## src/rtl/oqkr_pkg.sv

```systemverilog
// shared types and constants for the ordered queue with keyed removal
`default_nettype none
package oqkr_pkg;

  localparam int DEFAULT_QUEUE_DEPTH = 16;

  localparam int MODE_W   = 3;
  localparam int KEY_W    = 16;
  localparam int HANDLE_W = 16;
  localparam int COUNT_W  = 5;

  localparam int IN_TDATA_W  = 40;
  localparam int OUT_TDATA_W = 40;

  // operation codes carried in the mode field
  localparam logic [MODE_W-1:0] MODE_PUSH          = 3'd0;
  localparam logic [MODE_W-1:0] MODE_POP           = 3'd1;
  localparam logic [MODE_W-1:0] MODE_REMOVE_KEY    = 3'd2;
  localparam logic [MODE_W-1:0] MODE_LOOKUP_KEY    = 3'd3;
  localparam logic [MODE_W-1:0] MODE_REMOVE_HANDLE = 3'd4;

  typedef struct packed {
    logic [HANDLE_W-1:0] handle;
    logic [KEY_W-1:0]    id;
  } entry_t;

  // decoded operation broadcast to every cell
  typedef struct packed {
    logic push;
    logic pop;
    logic by_key;
    logic by_handle;
    logic remove;
  } op_t;

endpackage
`default_nettype wire

```

## src/rtl/oqkr_cell.sv

```systemverilog
// one queue slot: stores an entry, compares it and shifts toward the head
`default_nettype none
module oqkr_cell (
  input  wire                                 clk,
  input  wire                                 rst,
  input  wire  oqkr_pkg::op_t                 op,
  input  wire  [oqkr_pkg::KEY_W-1:0]          key,
  input  wire  [oqkr_pkg::HANDLE_W-1:0]       hnd,
  input  wire                                 prev_valid,
  input  wire                                 next_valid,
  input  wire  oqkr_pkg::entry_t              next_entry,
  input  wire                                 hit_in,
  input  wire  oqkr_pkg::entry_t              hit_entry_in,
  output logic                                valid,
  output oqkr_pkg::entry_t                    entry,
  output logic                                hit_out,
  output oqkr_pkg::entry_t                    hit_entry_out
);

  logic match;
  logic shift_in;
  logic load_push;

  always_comb begin
    match = valid & (op.pop |
                     (op.by_key & (entry.id == key)) |
                     (op.by_handle & (entry.handle == hnd)));
    hit_out = hit_in | match;
    if (hit_in) begin
      hit_entry_out = hit_entry_in;
    end else if (match) begin
      hit_entry_out = entry;
    end else begin
      hit_entry_out = '0;
    end
    // at or past the removed slot every cell takes its neighbor's contents
    shift_in  = op.remove & hit_out;
    load_push = op.push & ~valid & prev_valid;
  end

  always_ff @(posedge clk) begin
    if (rst) begin
      valid <= 1'b0;
    end else if (shift_in) begin
      valid <= next_valid;
    end else if (load_push) begin
      valid <= 1'b1;
    end
  end

  always_ff @(posedge clk) begin
    if (shift_in) begin
      entry <= next_entry;
    end else if (load_push) begin
      entry.handle <= hnd;
      entry.id     <= key;
    end
  end

endmodule
`default_nettype wire

```

## src/rtl/ordered_queue_with_keyed_removal_core.sv

```systemverilog
// top level: ordered queue with keyed removal built from a row of slot cells
//
// channel  dir  handshake          payload
// s_*      in   s_tvalid/s_tready  s_tdata: mode, key_id, handle
// m_*      out  m_tvalid/m_tready  m_tdata: found, hit_handle, hit_id, overflow, entry_count
//
// each operation runs in two steps: the transfer is registered, then in the
// compute cycle every cell compares at once, the first-hit chain ripples along
// the row and the row shifts or loads; no new transfer is taken before that compute cycle
// reset clears the valid bit of every cell and the count; entries need no reset
// a stalled result holds the row: the compute cycle waits until the output
// register is free; one more transfer is taken while a result waits, then
// s_tready stays low until that result leaves
`default_nettype none
module ordered_queue_with_keyed_removal_core #(
  parameter int QUEUE_DEPTH = oqkr_pkg::DEFAULT_QUEUE_DEPTH
) (
  input  wire                                clk,
  input  wire                                rst,
  input  wire                                s_tvalid,
  output logic                               s_tready,
  // mode [2:0], key_id [18:3], handle [34:19], zero fill [39:35]
  input  wire  [oqkr_pkg::IN_TDATA_W-1:0]    s_tdata,
  output logic                               m_tvalid,
  input  wire                                m_tready,
  // found [0], hit_handle [16:1], hit_id [32:17], overflow [33],
  // entry_count [38:34], zero fill [39]
  output logic [oqkr_pkg::OUT_TDATA_W-1:0]   m_tdata
);

  localparam int CNT_W = $clog2(QUEUE_DEPTH + 1);

  // registered operation
  logic                              busy;
  oqkr_pkg::op_t                     op_q;
  logic [oqkr_pkg::KEY_W-1:0]        key_q;
  logic [oqkr_pkg::HANDLE_W-1:0]     hnd_q;
  logic [CNT_W-1:0]                  occupancy;
  logic [CNT_W-1:0]                  occupancy_next;

  logic                              in_xfer;
  logic                              step;
  oqkr_pkg::op_t                     op_dec;
  oqkr_pkg::op_t                     op_eff;
  logic [oqkr_pkg::MODE_W-1:0]       in_mode;

  // links between neighboring cells
  logic                              cell_valid [QUEUE_DEPTH];
  oqkr_pkg::entry_t                  cell_entry [QUEUE_DEPTH];
  logic                              hit_link   [QUEUE_DEPTH+1];
  oqkr_pkg::entry_t                  hit_entry  [QUEUE_DEPTH+1];

  logic                              full;
  logic                              found;
  logic                              overflow;
  logic [31:0]                       count_wide;

  assign in_mode  = s_tdata[2:0];
  assign s_tready = ~busy;
  assign in_xfer  = s_tvalid & s_tready;
  // compute cycle commits only when the output register can take the result
  assign step     = busy & (~m_tvalid | m_tready);
  assign op_eff   = step ? op_q : '0;

  always_comb begin
    op_dec = '0;
    unique case (in_mode)
      oqkr_pkg::MODE_PUSH: begin
        op_dec.push = 1'b1;
      end
      oqkr_pkg::MODE_POP: begin
        op_dec.pop    = 1'b1;
        op_dec.remove = 1'b1;
      end
      oqkr_pkg::MODE_REMOVE_KEY: begin
        op_dec.by_key = 1'b1;
        op_dec.remove = 1'b1;
      end
      oqkr_pkg::MODE_LOOKUP_KEY: begin
        op_dec.by_key = 1'b1;
      end
      oqkr_pkg::MODE_REMOVE_HANDLE: begin
        op_dec.by_handle = 1'b1;
        op_dec.remove    = 1'b1;
      end
      default: begin
        op_dec = '0;  // unused codes do nothing
      end
    endcase
  end

  always_ff @(posedge clk) begin
    if (rst) begin
      busy <= 1'b0;
    end else if (in_xfer) begin
      busy <= 1'b1;
    end else if (step) begin
      busy <= 1'b0;
    end
  end

  always_ff @(posedge clk) begin
    if (in_xfer) begin
      op_q  <= op_dec;
      key_q <= s_tdata[18:3];
      hnd_q <= s_tdata[34:19];
    end
  end

  // head of the row has no left neighbor, tail has no right neighbor
  assign hit_link[0]  = 1'b0;
  assign hit_entry[0] = '0;

  for (genvar i = 0; i < QUEUE_DEPTH; i++) begin : g_cell
    logic             prev_v;
    logic             next_v;
    oqkr_pkg::entry_t next_e;

    if (i == 0) begin : g_head
      assign prev_v = 1'b1;
    end else begin : g_body
      assign prev_v = cell_valid[i-1];
    end

    if (i == QUEUE_DEPTH - 1) begin : g_tail
      assign next_v = 1'b0;
      assign next_e = '0;
    end else begin : g_inner
      assign next_v = cell_valid[i+1];
      assign next_e = cell_entry[i+1];
    end

    oqkr_cell u_cell (
      .clk           (clk),
      .rst           (rst),
      .op            (op_eff),
      .key           (key_q),
      .hnd           (hnd_q),
      .prev_valid    (prev_v),
      .next_valid    (next_v),
      .next_entry    (next_e),
      .hit_in        (hit_link[i]),
      .hit_entry_in  (hit_entry[i]),
      .valid         (cell_valid[i]),
      .entry         (cell_entry[i]),
      .hit_out       (hit_link[i+1]),
      .hit_entry_out (hit_entry[i+1])
    );
  end

  assign full     = cell_valid[QUEUE_DEPTH-1];
  assign found    = hit_link[QUEUE_DEPTH];
  assign overflow = op_q.push & full;

  always_comb begin
    occupancy_next = occupancy;
    if (op_q.push & ~full) begin
      occupancy_next = occupancy + 1'b1;
    end else if (op_q.remove & found) begin
      occupancy_next = occupancy - 1'b1;
    end
    count_wide = 32'(occupancy_next);
  end

  always_ff @(posedge clk) begin
    if (rst) begin
      occupancy <= '0;
    end else if (step) begin
      occupancy <= occupancy_next;
    end
  end

  // result register
  always_ff @(posedge clk) begin
    if (rst) begin
      m_tvalid <= 1'b0;
    end else if (step) begin
      m_tvalid <= 1'b1;
    end else if (m_tready) begin
      m_tvalid <= 1'b0;
    end
  end

  always_ff @(posedge clk) begin
    if (step) begin
      m_tdata <= {1'b0, count_wide[4:0], overflow,
                  hit_entry[QUEUE_DEPTH].id, hit_entry[QUEUE_DEPTH].handle, found};
    end
  end

endmodule
`default_nettype wire
```

## config.mk

```make
export PLATFORM = sky130hd
export DESIGN_NAME = ordered_queue_with_keyed_removal_core
export DESIGN_NICKNAME = d
export VERILOG_FILES = /design/src/rtl/oqkr_pkg.sv /design/src/rtl/oqkr_cell.sv /design/src/rtl/ordered_queue_with_keyed_removal_core.sv
export SDC_FILE = /design/constraint.sdc
export NUM_CORES = 1
export LEC_CHECK = 0
export CAP_MARGIN = 30
export CORE_AREA = 2 2 249 251
export DETAILED_ROUTE_END_ITERATION = 8
export DIE_AREA = 0 0 251 253
export DONT_BUFFER_PORTS = 1
export PLACE_DENSITY_LB_ADDON = 0.25
export RECOVER_POWER = 100
export SYNTH_ARGS = -nofsm -noshare
export SYNTH_HDL_FRONTEND = slang
export SYNTH_SLANG_ARGS = --single-unit
```

## constraint.sdc

```tcl
create_clock -name clk -period 6 [get_ports clk]
set_input_delay 0.3 -clock clk [delete_from_list [all_inputs] [get_ports clk]]
set_output_delay 0.3 -clock clk [all_outputs]
set_load 0.005 [all_outputs]
```

Yosys cells after proc, flatten, opt, wreduce, memory -nomap -nowiden
Cells that the tools add are included.
{"block": "totals", "n_memories": 0, "word_cells": 386, "output_inout_bits": 42, "reg_bits": 611, "ramBits": 0, "latch_bits": 0, "mem_bits_ro": 0}
{"block": "classes", "shift": 0, "mux": 102, "magnitude_cmp": 0, "div_mod_pow": 0, "eq_ne": 36, "reduce_logical": 21, "bitwise": 166, "multipliers": 0, "addsub": 2}
{"operator": "two-way mux 32 bit", "n": 60}
{"operator": "== test 16 bit", "n": 32}
{"operator": "bitwise AND 1 bit", "n": 100}
{"operator": "OR 1 bit", "n": 48}
{"operator": "two-way mux 1 bit", "n": 39}
{"operator": "nonzero test 2 bit", "n": 17}
{"operator": "inverter 1 bit", "n": 18}
{"operator": "two-way mux 5 bit", "n": 3}
{"operator": "== test 3 x 2 -> 1 bit, second input constant", "n": 2}
{"operator": "adder 5 x 1 -> 5 bit, second input constant", "n": 1}
{"operator": "subtractor 5 x 1 -> 5 bit, second input constant", "n": 1}
{"operator": "OR reduction 2 bit", "n": 2}
{"operator": "== test 3 x 1 -> 1 bit, second input constant", "n": 1}
{"operator": "== test 3 bit, second input constant", "n": 1}
{"operator": "zero test 3 bit", "n": 1}
{"operator": "OR reduction 3 bit", "n": 1}

Logic depth before layout (Yosys ltp)
Gate-level depths: netlist of the first run.
{"block": "logic_depth", "depth_word": 26, "mapped_depth": 15}

Cells and area by module
From an unflattened synthesis of the first run, not the netlist that was laid out.
{"block": "hier_totals", "hier_cells": 3784, "area_unflattened_um2": 40237.3}
{"module": "oqkr_cell", "area_per_inst_um2": 2336.0, "seq_area_each_um2": 980.9, "instances": 16, "cells_per_inst": 227}
{"module": "ordered_queue_with_keyed_removal_core", "area_per_inst_um2": 2861.5, "seq_area_each_um2": 2422.3, "instances": 1, "cells_per_inst": 152}

Worst setup path before layout of the first run
OpenSTA, ideal clock, no wires.
{"block": "synth_path", "path_kind": "input -> register", "startpoint": "in m_tready", "endpoint": "reg g_cell[14].u_cell.entry[0] (netlist name), enable pin", "required_time_ns": 5.567, "arrival_time_ns": 4.101, "stages": 13, "path_slack_ns": 1.466, "n_path_buf": 3, "path_cell_list": "nand2b_1 > buf_2 > nand2_2 > inv_2 > nand2_1 > o22ai_1 > nor2_1 > and4_1 > buf_2 > nand2_1 > nor3_2 > clkbuf_1 > o22ai_1"}
{"block": "synth_via", "elab_chain_cells": 23}
{"item": "start: declaration", "line_no": "ordered_queue_with_keyed_removal_core.sv:25", "rtl": "input wire m_tready,"}
{"item": "OR 1 bit *", "line_no": "ordered_queue_with_keyed_removal_core.sv:62", "rtl": "assign step = busy & (~m_tvalid | m_tready);"}
{"item": "bitwise AND 1 bit *", "line_no": "ordered_queue_with_keyed_removal_core.sv:62"}
{"item": "via step", "line_no": "ordered_queue_with_keyed_removal_core.sv:42", "rtl": "logic step;"}
{"item": "two-way mux 5 bit *", "line_no": "ordered_queue_with_keyed_removal_core.sv:63", "rtl": "assign op_eff = step ? op_q : '0;"}
{"item": "bitwise AND 1 bit", "line_no": "oqkr_cell.sv:26", "rtl": "(op.by_key & (entry.id == key)) |"}
{"item": "OR 1 bit", "line_no": "oqkr_cell.sv:25", "rtl": "match = valid & (op.pop |"}
{"item": "OR 1 bit", "line_no": "oqkr_cell.sv:26"}
{"item": "bitwise AND 1 bit", "line_no": "oqkr_cell.sv:25"}
{"item": "OR 1 bit (14 in series)", "line_no": "oqkr_cell.sv:28", "rtl": "hit_out = hit_in | match;"}
{"item": "bitwise AND 1 bit", "line_no": "oqkr_cell.sv:37", "rtl": "shift_in = op.remove & hit_out;"}
{"item": "nonzero test 2 bit (no line) *"}
{"item": "end signal: assignment", "line_no": "oqkr_cell.sv:53", "rtl": "entry <= next_entry;"}
{"item": "end: declaration", "line_no": "oqkr_cell.sv:15", "rtl": "output oqkr_pkg::entry_t entry,"}
The timed path passes the listed nets; every way through them passes the cells marked *.
A chain may end at the register's enable or synchronous reset.

==> results.toml, run 1 <==
[global_route]
grt_antenna_before_repair = 2
grt-ovfl-total = 0
grt_pass1_wl_mm = 162
grt_use_total_pct = 34.0
grt_max_degree = 65
grt_pass1_vias = 25379

[logic_synthesis]
ys_async_sr_fraction_pct = 0
syn_inst = 3109
netlist_top_cells_area = "edfxtp_1 (46%), mux2_2 (12%), xor2_1 (6.3%)"
ys_warn_count = 0
synth_nets = 3155
synth-xor-area-share_pct = 12.6
muxShareOfSynthArea_pct = 14.0
synth_compound_area_share_pct = 9.93
synth_ff_type = "edfxtp_1"
synth-seq-area-share_pct = 49.3
synthSimpleGateAreaFrac_pct = 9.62
synth_edf_count = 556
ys_types = 77
synth-adder-area-share_pct = 0.0694
synth_top_area_share_pct = 46.3
syn-cell-area_sq_um = 36100
yosys.area.top_type = "edfxtp_1"
ys_ff_latch = 611
avgSynthCellArea_sq_um = 11.6
synth_top_family_by_area = "multiplexers"

[die]
pin_count = 86
die_w_microns = 251
core_area_sq_um = 61000
rows = 91
dieHeight_microns = 253
die_area_sq_um = 63500
start_util_pct = 59.1

[cells_and_area]
synthToLayoutAreaGrowth_pct = 8.84
layout.nets = 3094
utilization_pct = 64.3
final_cell_mix = "edfxtp_1 (556), mux2_2 (374), xor2_1 (260)"
final_common_cell = "edfxtp_1"
layout-drive-gt1-share_pct = 20.9
fill_cells = 4630
num_antenna_cells = 0
fin_cells = 3893

[timing]
fmax_mhz = 182
slew_viol_final = 228
clock_skew_ns = 0.0257
slew_headroom_pct = -98.8
rsz0062_at_grt = "no"
finalSetupViolations = 0
finalCritPeriodShare_pct = 91.6
period_minus_slack_ns = 5.49
hold_viol_final = 0
tns_ns = 0
worst_pin_slew_ns = 2.98

[power]
p_comb_share_pct = 7.1
seqPwrFrac_pct = 49.1
switching_share_pct = 23.4
clkPwrFrac_pct = 43.8
power_leakage_nw = 13.0
p_per_area_nw_per_um2 = 249
peakVddDrop_v = 0.000290
power_switching_mw = 2.28
power_mw = 9.77
p_int_mw = 7.49

[cts]
clock_path_buffers = 3
clkTransAtPathRegs_ns = 0.06
clock_latency_ns = 0.63
cts_resized = 0
numCtsBuffers = 68
cts_num_sinks = 611
cts_tree = "built"
post_cts_buffers = 0
clock-root-buffer = "clkbuf_16"
htreeDepth = 3
hold_buffers = 38

[setup_path]
crit_arrival_ns = 5.96
slowest_stage = "nor3_1"
cp-end-kind = "flip-flop"
slowest_delay_ns = 1.34
start_kind = "flip-flop"
cp-startpoint = "hnd_q[7]"
crit_type = "reg -> reg"
cp.required_ns = 6.46
path_cells = "clkbuf_1 -> xor2_1 -> nor4_1 -> nand3_1 -> o21ai_0 -> a31o_2 -> nor3_4 -> nand3_1 -> nor3_1 -> a32oi_1 -> nand3_1"
crit_fanout = 14
crit_top_cell = "nand3_1"
regToRegStartpoint = "hnd_q[7]"

[worst_hold_path]
hold_path.class = "in -> reg"
worstHoldStart = "s_tdata[1]"

[routing]
viasPerCell = 6.68
drt_iter0_drc = 3089
vias = 26021
wl_mm = 108
final_antenna_net_count = 0
wire_per_inst_microns = 27.9
drtPass1Iterations = 6
drc = 0

[placement]
dpl.cell_count = 3729
hpwl_mm = 80.2
numPortBuffers = 0
gp_congestion = 0.955

[job]
cap_violations = 12

[outcome]
violations = "capacitance limit, slew limit"
status = "finished, violations left"
-- per-layer routing --
| layer | vias up | wire length [microns] | global-route usage [%] |
|---|---|---|---|
| li1 | 11394 | - | - |
| met1 | 12901 | 43100 | 46.0 |
| met2 | 1461 | 51100 | 55.2 |
| met3 | 263 | 9910 | 5.36 |
| met4 | 2 | 4450 | 13.5 |
| met5 | - | 8 | 0 |
-- cell families after synthesis --
group,Yosys count
AO/OA/AOI/OAI,508
XOR/XNOR,517
adder cells (fa/ha/maj),2
buffers and inverters,322
flip-flops,611
multiplexers,448
other,1
AND/OR/NAND/NOR,700
-- cell type report --
class                   count  area, sq um  area share, %
flip-flops and latches    611        17800           45.3
multi-input cells        2176        16700           42.6
clock buffers              84         1820           4.64
repair buffers            151         1350           3.44
well taps                 790          988           2.52
clock inverters            41          413           1.05
inverters                  40          150          0.382
-- worst paths after layout --
kind | to | slack (ns) | cells after the start
worst max register to register | m_tdata[14] | 0.51 | 11
worst max-delay path | m_tdata[14] | 0.51 | 11
worst min register to register | g_cell[15].u_cell.entry[10] | 0.50 | 2
worst min-delay path | op_q[0] | 0.01 | 2
-- synth_stat cells, drive strengths merged (6+ instances only) --
cell	instances
and3	10
and2	12
o211ai	38
clkbuf	108
a211oi	13
nor2	106
a22oi	36
nand2	254
nor3	66
o22a	18
or3	11
o21a	7
mux2	447
a221o	12
o21ai	97
o21bai	13
buf	174
a311oi	8
nor2b	18
dfxtp	55
inv	40
a2bb2oi	10
a31oi	6
a221oi	60
nor4	65
or2	17
a21oi	98
a32oi	11
xnor2	257
o22ai	29
or3b	8
xor2	260
nand4	68
nand3	48
o31ai	12
edfxtp	556
a32o	11
nand2b	9
-- registers in the layout, indices dropped and copies added, names as in the netlist --
name                 count
g_cell.u_cell.valid     16
g_cell.u_cell.entry    512
busy                     1
hnd_q                   16
occupancy                5
m_tvalid                 1
op_q                     5
key_q                   16
m_tdata                 39
-- power by group through the flow --
stage	clock (mW)	sequential (mW)	combinational, mW
floorplan	0	4.81	0.542
global placement	0	4.89	0.639
detailed placement	0	4.89	0.662
CTS	4.29	4.80	0.691
global route	4.45	4.80	0.742
finish	4.28	4.80	0.697
-- critical path: cells and delay by family, from the launching register on --
kind	cells	cell delay [ns]
flops	1	0.79
compound gates	3	0.86
simple gates	6	3.02
xor+xnor	1	0.19
buf+inv	1	0.43
-- stage by stage --
| stage | hold WS [ns] | worst slack, ns | area, sq um |
|---|---|---|---|
| CTS | 0.00192 | 1.11 | 39500 |
| finish | 0.0101 | 0.506 | 39300 |
| floorplan | 0.399 | 1.47 | 36100 |
| global placement | 0.375 | 1.29 | 36600 |
| global route | 0.0193 | 0.401 | 39300 |
| detailed placement | 0.381 | 1.12 | 36800 |
Note: power is estimated with default switching activity, not from simulation.
==> run 2, diff against run 1 <==
--- a/config.mk
+++ b/config.mk
@@ -10,7 +10,7 @@
 export DETAILED_ROUTE_END_ITERATION = 8
 export DIE_AREA = 0 0 251 253
 export DONT_BUFFER_PORTS = 1
-export PLACE_DENSITY_LB_ADDON = 0.25
+export PLACE_DENSITY_LB_ADDON = 0.15
 export RECOVER_POWER = 100
 export SYNTH_ARGS = -nofsm -noshare
 export SYNTH_HDL_FRONTEND = slang
==> run 2 against run 1 <==
The run still ends with capacitance limit, slew limit left. Clock skew increased by 0.0051 ns. Clock power shrank 2%. Sequential cell count unchanged. Sequential power about the same. First-iteration DRC count down 0.91%. Fmax up 4.1%. Final area up 0.68%. Worst setup slack improved by 0.22 ns. Die area did not move. Power down 0.55%. Core utilization increased by 0.43 points. Largest cell class unchanged.
==> results.toml, run 2 (synthesis results as in run 1) <==
[cells_and_area]
fill_cells = 4710
final_cell_mix = "edfxtp_1 (556), mux2_2 (384), xor2_1 (260)"
largest_reg_flops = 512
fin_cells = 3919
layout-drive-gt1-share_pct = 21.9
finish.instance_area_sq_um = 39500
layout.nets = 3119
final_common_cell = "edfxtp_1"
synthToLayoutAreaGrowth_pct = 9.58
utilization_pct = 64.8
regMostFlops = "g_cell.u_cell.entry"
reg_top3 = "g_cell.u_cell.entry x512, m_tdata x39"

[power]
power_leakage_nw = 13.2
p_int_mw = 7.41
peakVddDrop_v = 0.000262
power_switching_mw = 2.31
p_per_area_nw_per_um2 = 246
power_mw = 9.72
clkPwrFrac_pct = 43.3
switching_share_pct = 23.7
p_comb_share_pct = 7.4
seqPwrFrac_pct = 49.3

[global_route]
grt_use_total_pct = 35.1
grt_max_degree = 65
grt_pass1_vias = 25505
grt-ovfl-total = 0
grt_antenna_before_repair = 2
grt_pass1_wl_mm = 166

[cts]
clock-root-buffer = "clkbuf_16"
numCtsBuffers = 70
cts_tree = "built"
clock_latency_ns = 0.62
hold_buffers = 39
htreeDepth = 3
cts_resized = 0
clkTransAtPathRegs_ns = 0.06
post_cts_buffers = 0
clock_path_buffers = 3
cts_num_sinks = 611

[setup_path]
cp_num_buf_inv = 2
slowest_delay_ns = 0.96
slowest_stage = "edfxtp_1"
regToRegStartpoint = "hnd_q[9]"
cp-startpoint = "hnd_q[9]"
start_kind = "flip-flop"
crit_fanout = 20
crit_arrival_ns = 5.59
crit_top_cell = "nor3_1"
cp.depth = 12
r2r_end = "m_tdata[5]"
cp-end-kind = "flip-flop"
crit_type = "reg -> reg"
cpLargestDelayFamily = "simple AND/OR/NAND/NOR gates"
reg2reg_setup_slack_ns = 0.72
reg2regPathDepth = 12
path_cells = "clkbuf_1 -> xnor2_1 -> nand3_1 -> nor3_1 -> a22oi_1 -> nand2_1 -> nor3_1 -> and4_1 -> nor3_1 -> clkbuf_2 -> a221oi_1 -> a22oi_1"
crit_path_end = "m_tdata[5]"
cp.required_ns = 6.31

[routing]
drtPass1Iterations = 5
vias = 26016
final_antenna_net_count = 0
drc = 0
wire_per_inst_microns = 28.6
drt_iter0_drc = 3061
wl_mm = 112
viasPerCell = 6.64

[timing]
tns_ns = 0
rsz0062_at_grt = "no"
hold_viol_final = 0
fmax_mhz = 189
timing.hold.ws_ns = 0.0225
worst_pin_slew_ns = 2.63
layout_setup_ws_ns = 0.722
slew_viol_final = 91
slew_headroom_pct = -75.2
period_minus_slack_ns = 5.28
clock_skew_ns = 0.0308
finalCritPeriodShare_pct = 88.0
finalSetupViolations = 0

[placement]
gp_congestion = 0.962
dpl.cell_count = 3750
hpwl_mm = 82.1
place_ws_ns = 1.20
placed_area_sq_um = 37100
numPortBuffers = 0

[die]
core_area_sq_um = 61000
start_util_pct = 59.1
die_area_sq_um = 63500
dieHeight_microns = 253
die_w_microns = 251
pin_count = 86
rows = 91

[worst_hold_path]
hold_path.class = "in -> reg"

[job]
cap_violations = 4

[outcome]
violations = "capacitance limit, slew limit"
status = "finished, violations left"
==> run 2: worst register-to-register path, cell delays in order, from the launching register on <==
cell and delay, ns:
edfxtp_1 0.96, clkbuf_1 0.68, xnor2_1 0.17, nand3_1 0.10, nor3_1 0.08, a22oi_1 0.21, nand2_1 0.24, nor3_1 0.72
and4_1 0.65, nor3_1 0.10, clkbuf_2 0.42, a221oi_1 0.46, a22oi_1 0.18
==> run 2: layout make-up <==
cell class	instances	area, sq um	area share [%]
diodes	1	2.50	0.00633
clock buffers	94	2000	5.05
clock inverters	33	211	0.535
inverters	40	150	0.380
multi-input cells	2176	16700	42.3
flip-flops and latches	611	17800	45.0
well taps	790	988	2.50
repair buffers	174	1640	4.15
==> run 2: power by group through the flow <==
stage	clock, mW	sequential (mW)	combinational [mW]
after floorplan	0	4.81	0.542
after global placement	0	4.88	0.656
after detailed placement	0	4.88	0.675
after CTS	4.22	4.79	0.704
after global routing	4.38	4.80	0.764
final	4.21	4.80	0.716
==> run 2: worst min path at each step <==
stage | start | end | cells past startpoint | slack [ns]
3_5_place_dp | rst | occupancy[0] | 1 | 0.38
2_1_floorplan | s_tdata[19] | hnd_q[0] | 0 | 0.40
6_report | s_tdata[0] | op_q[0] | 2 | 0.02
4_1_cts | s_tdata[0] | op_q[0] | 2 | 0.0005
5_1_grt | s_tdata[0] | op_q[0] | 2 | 0.04
3_3_place_gp | rst | m_tvalid | 1 | 0.37
==> run 2: metal layers <==
layer,track usage [%],part of all wire [%]
met1,48.7,41
met5,0,0.012
met3,5.74,9.3
met2,56.0,46
met4,12.5,3.4
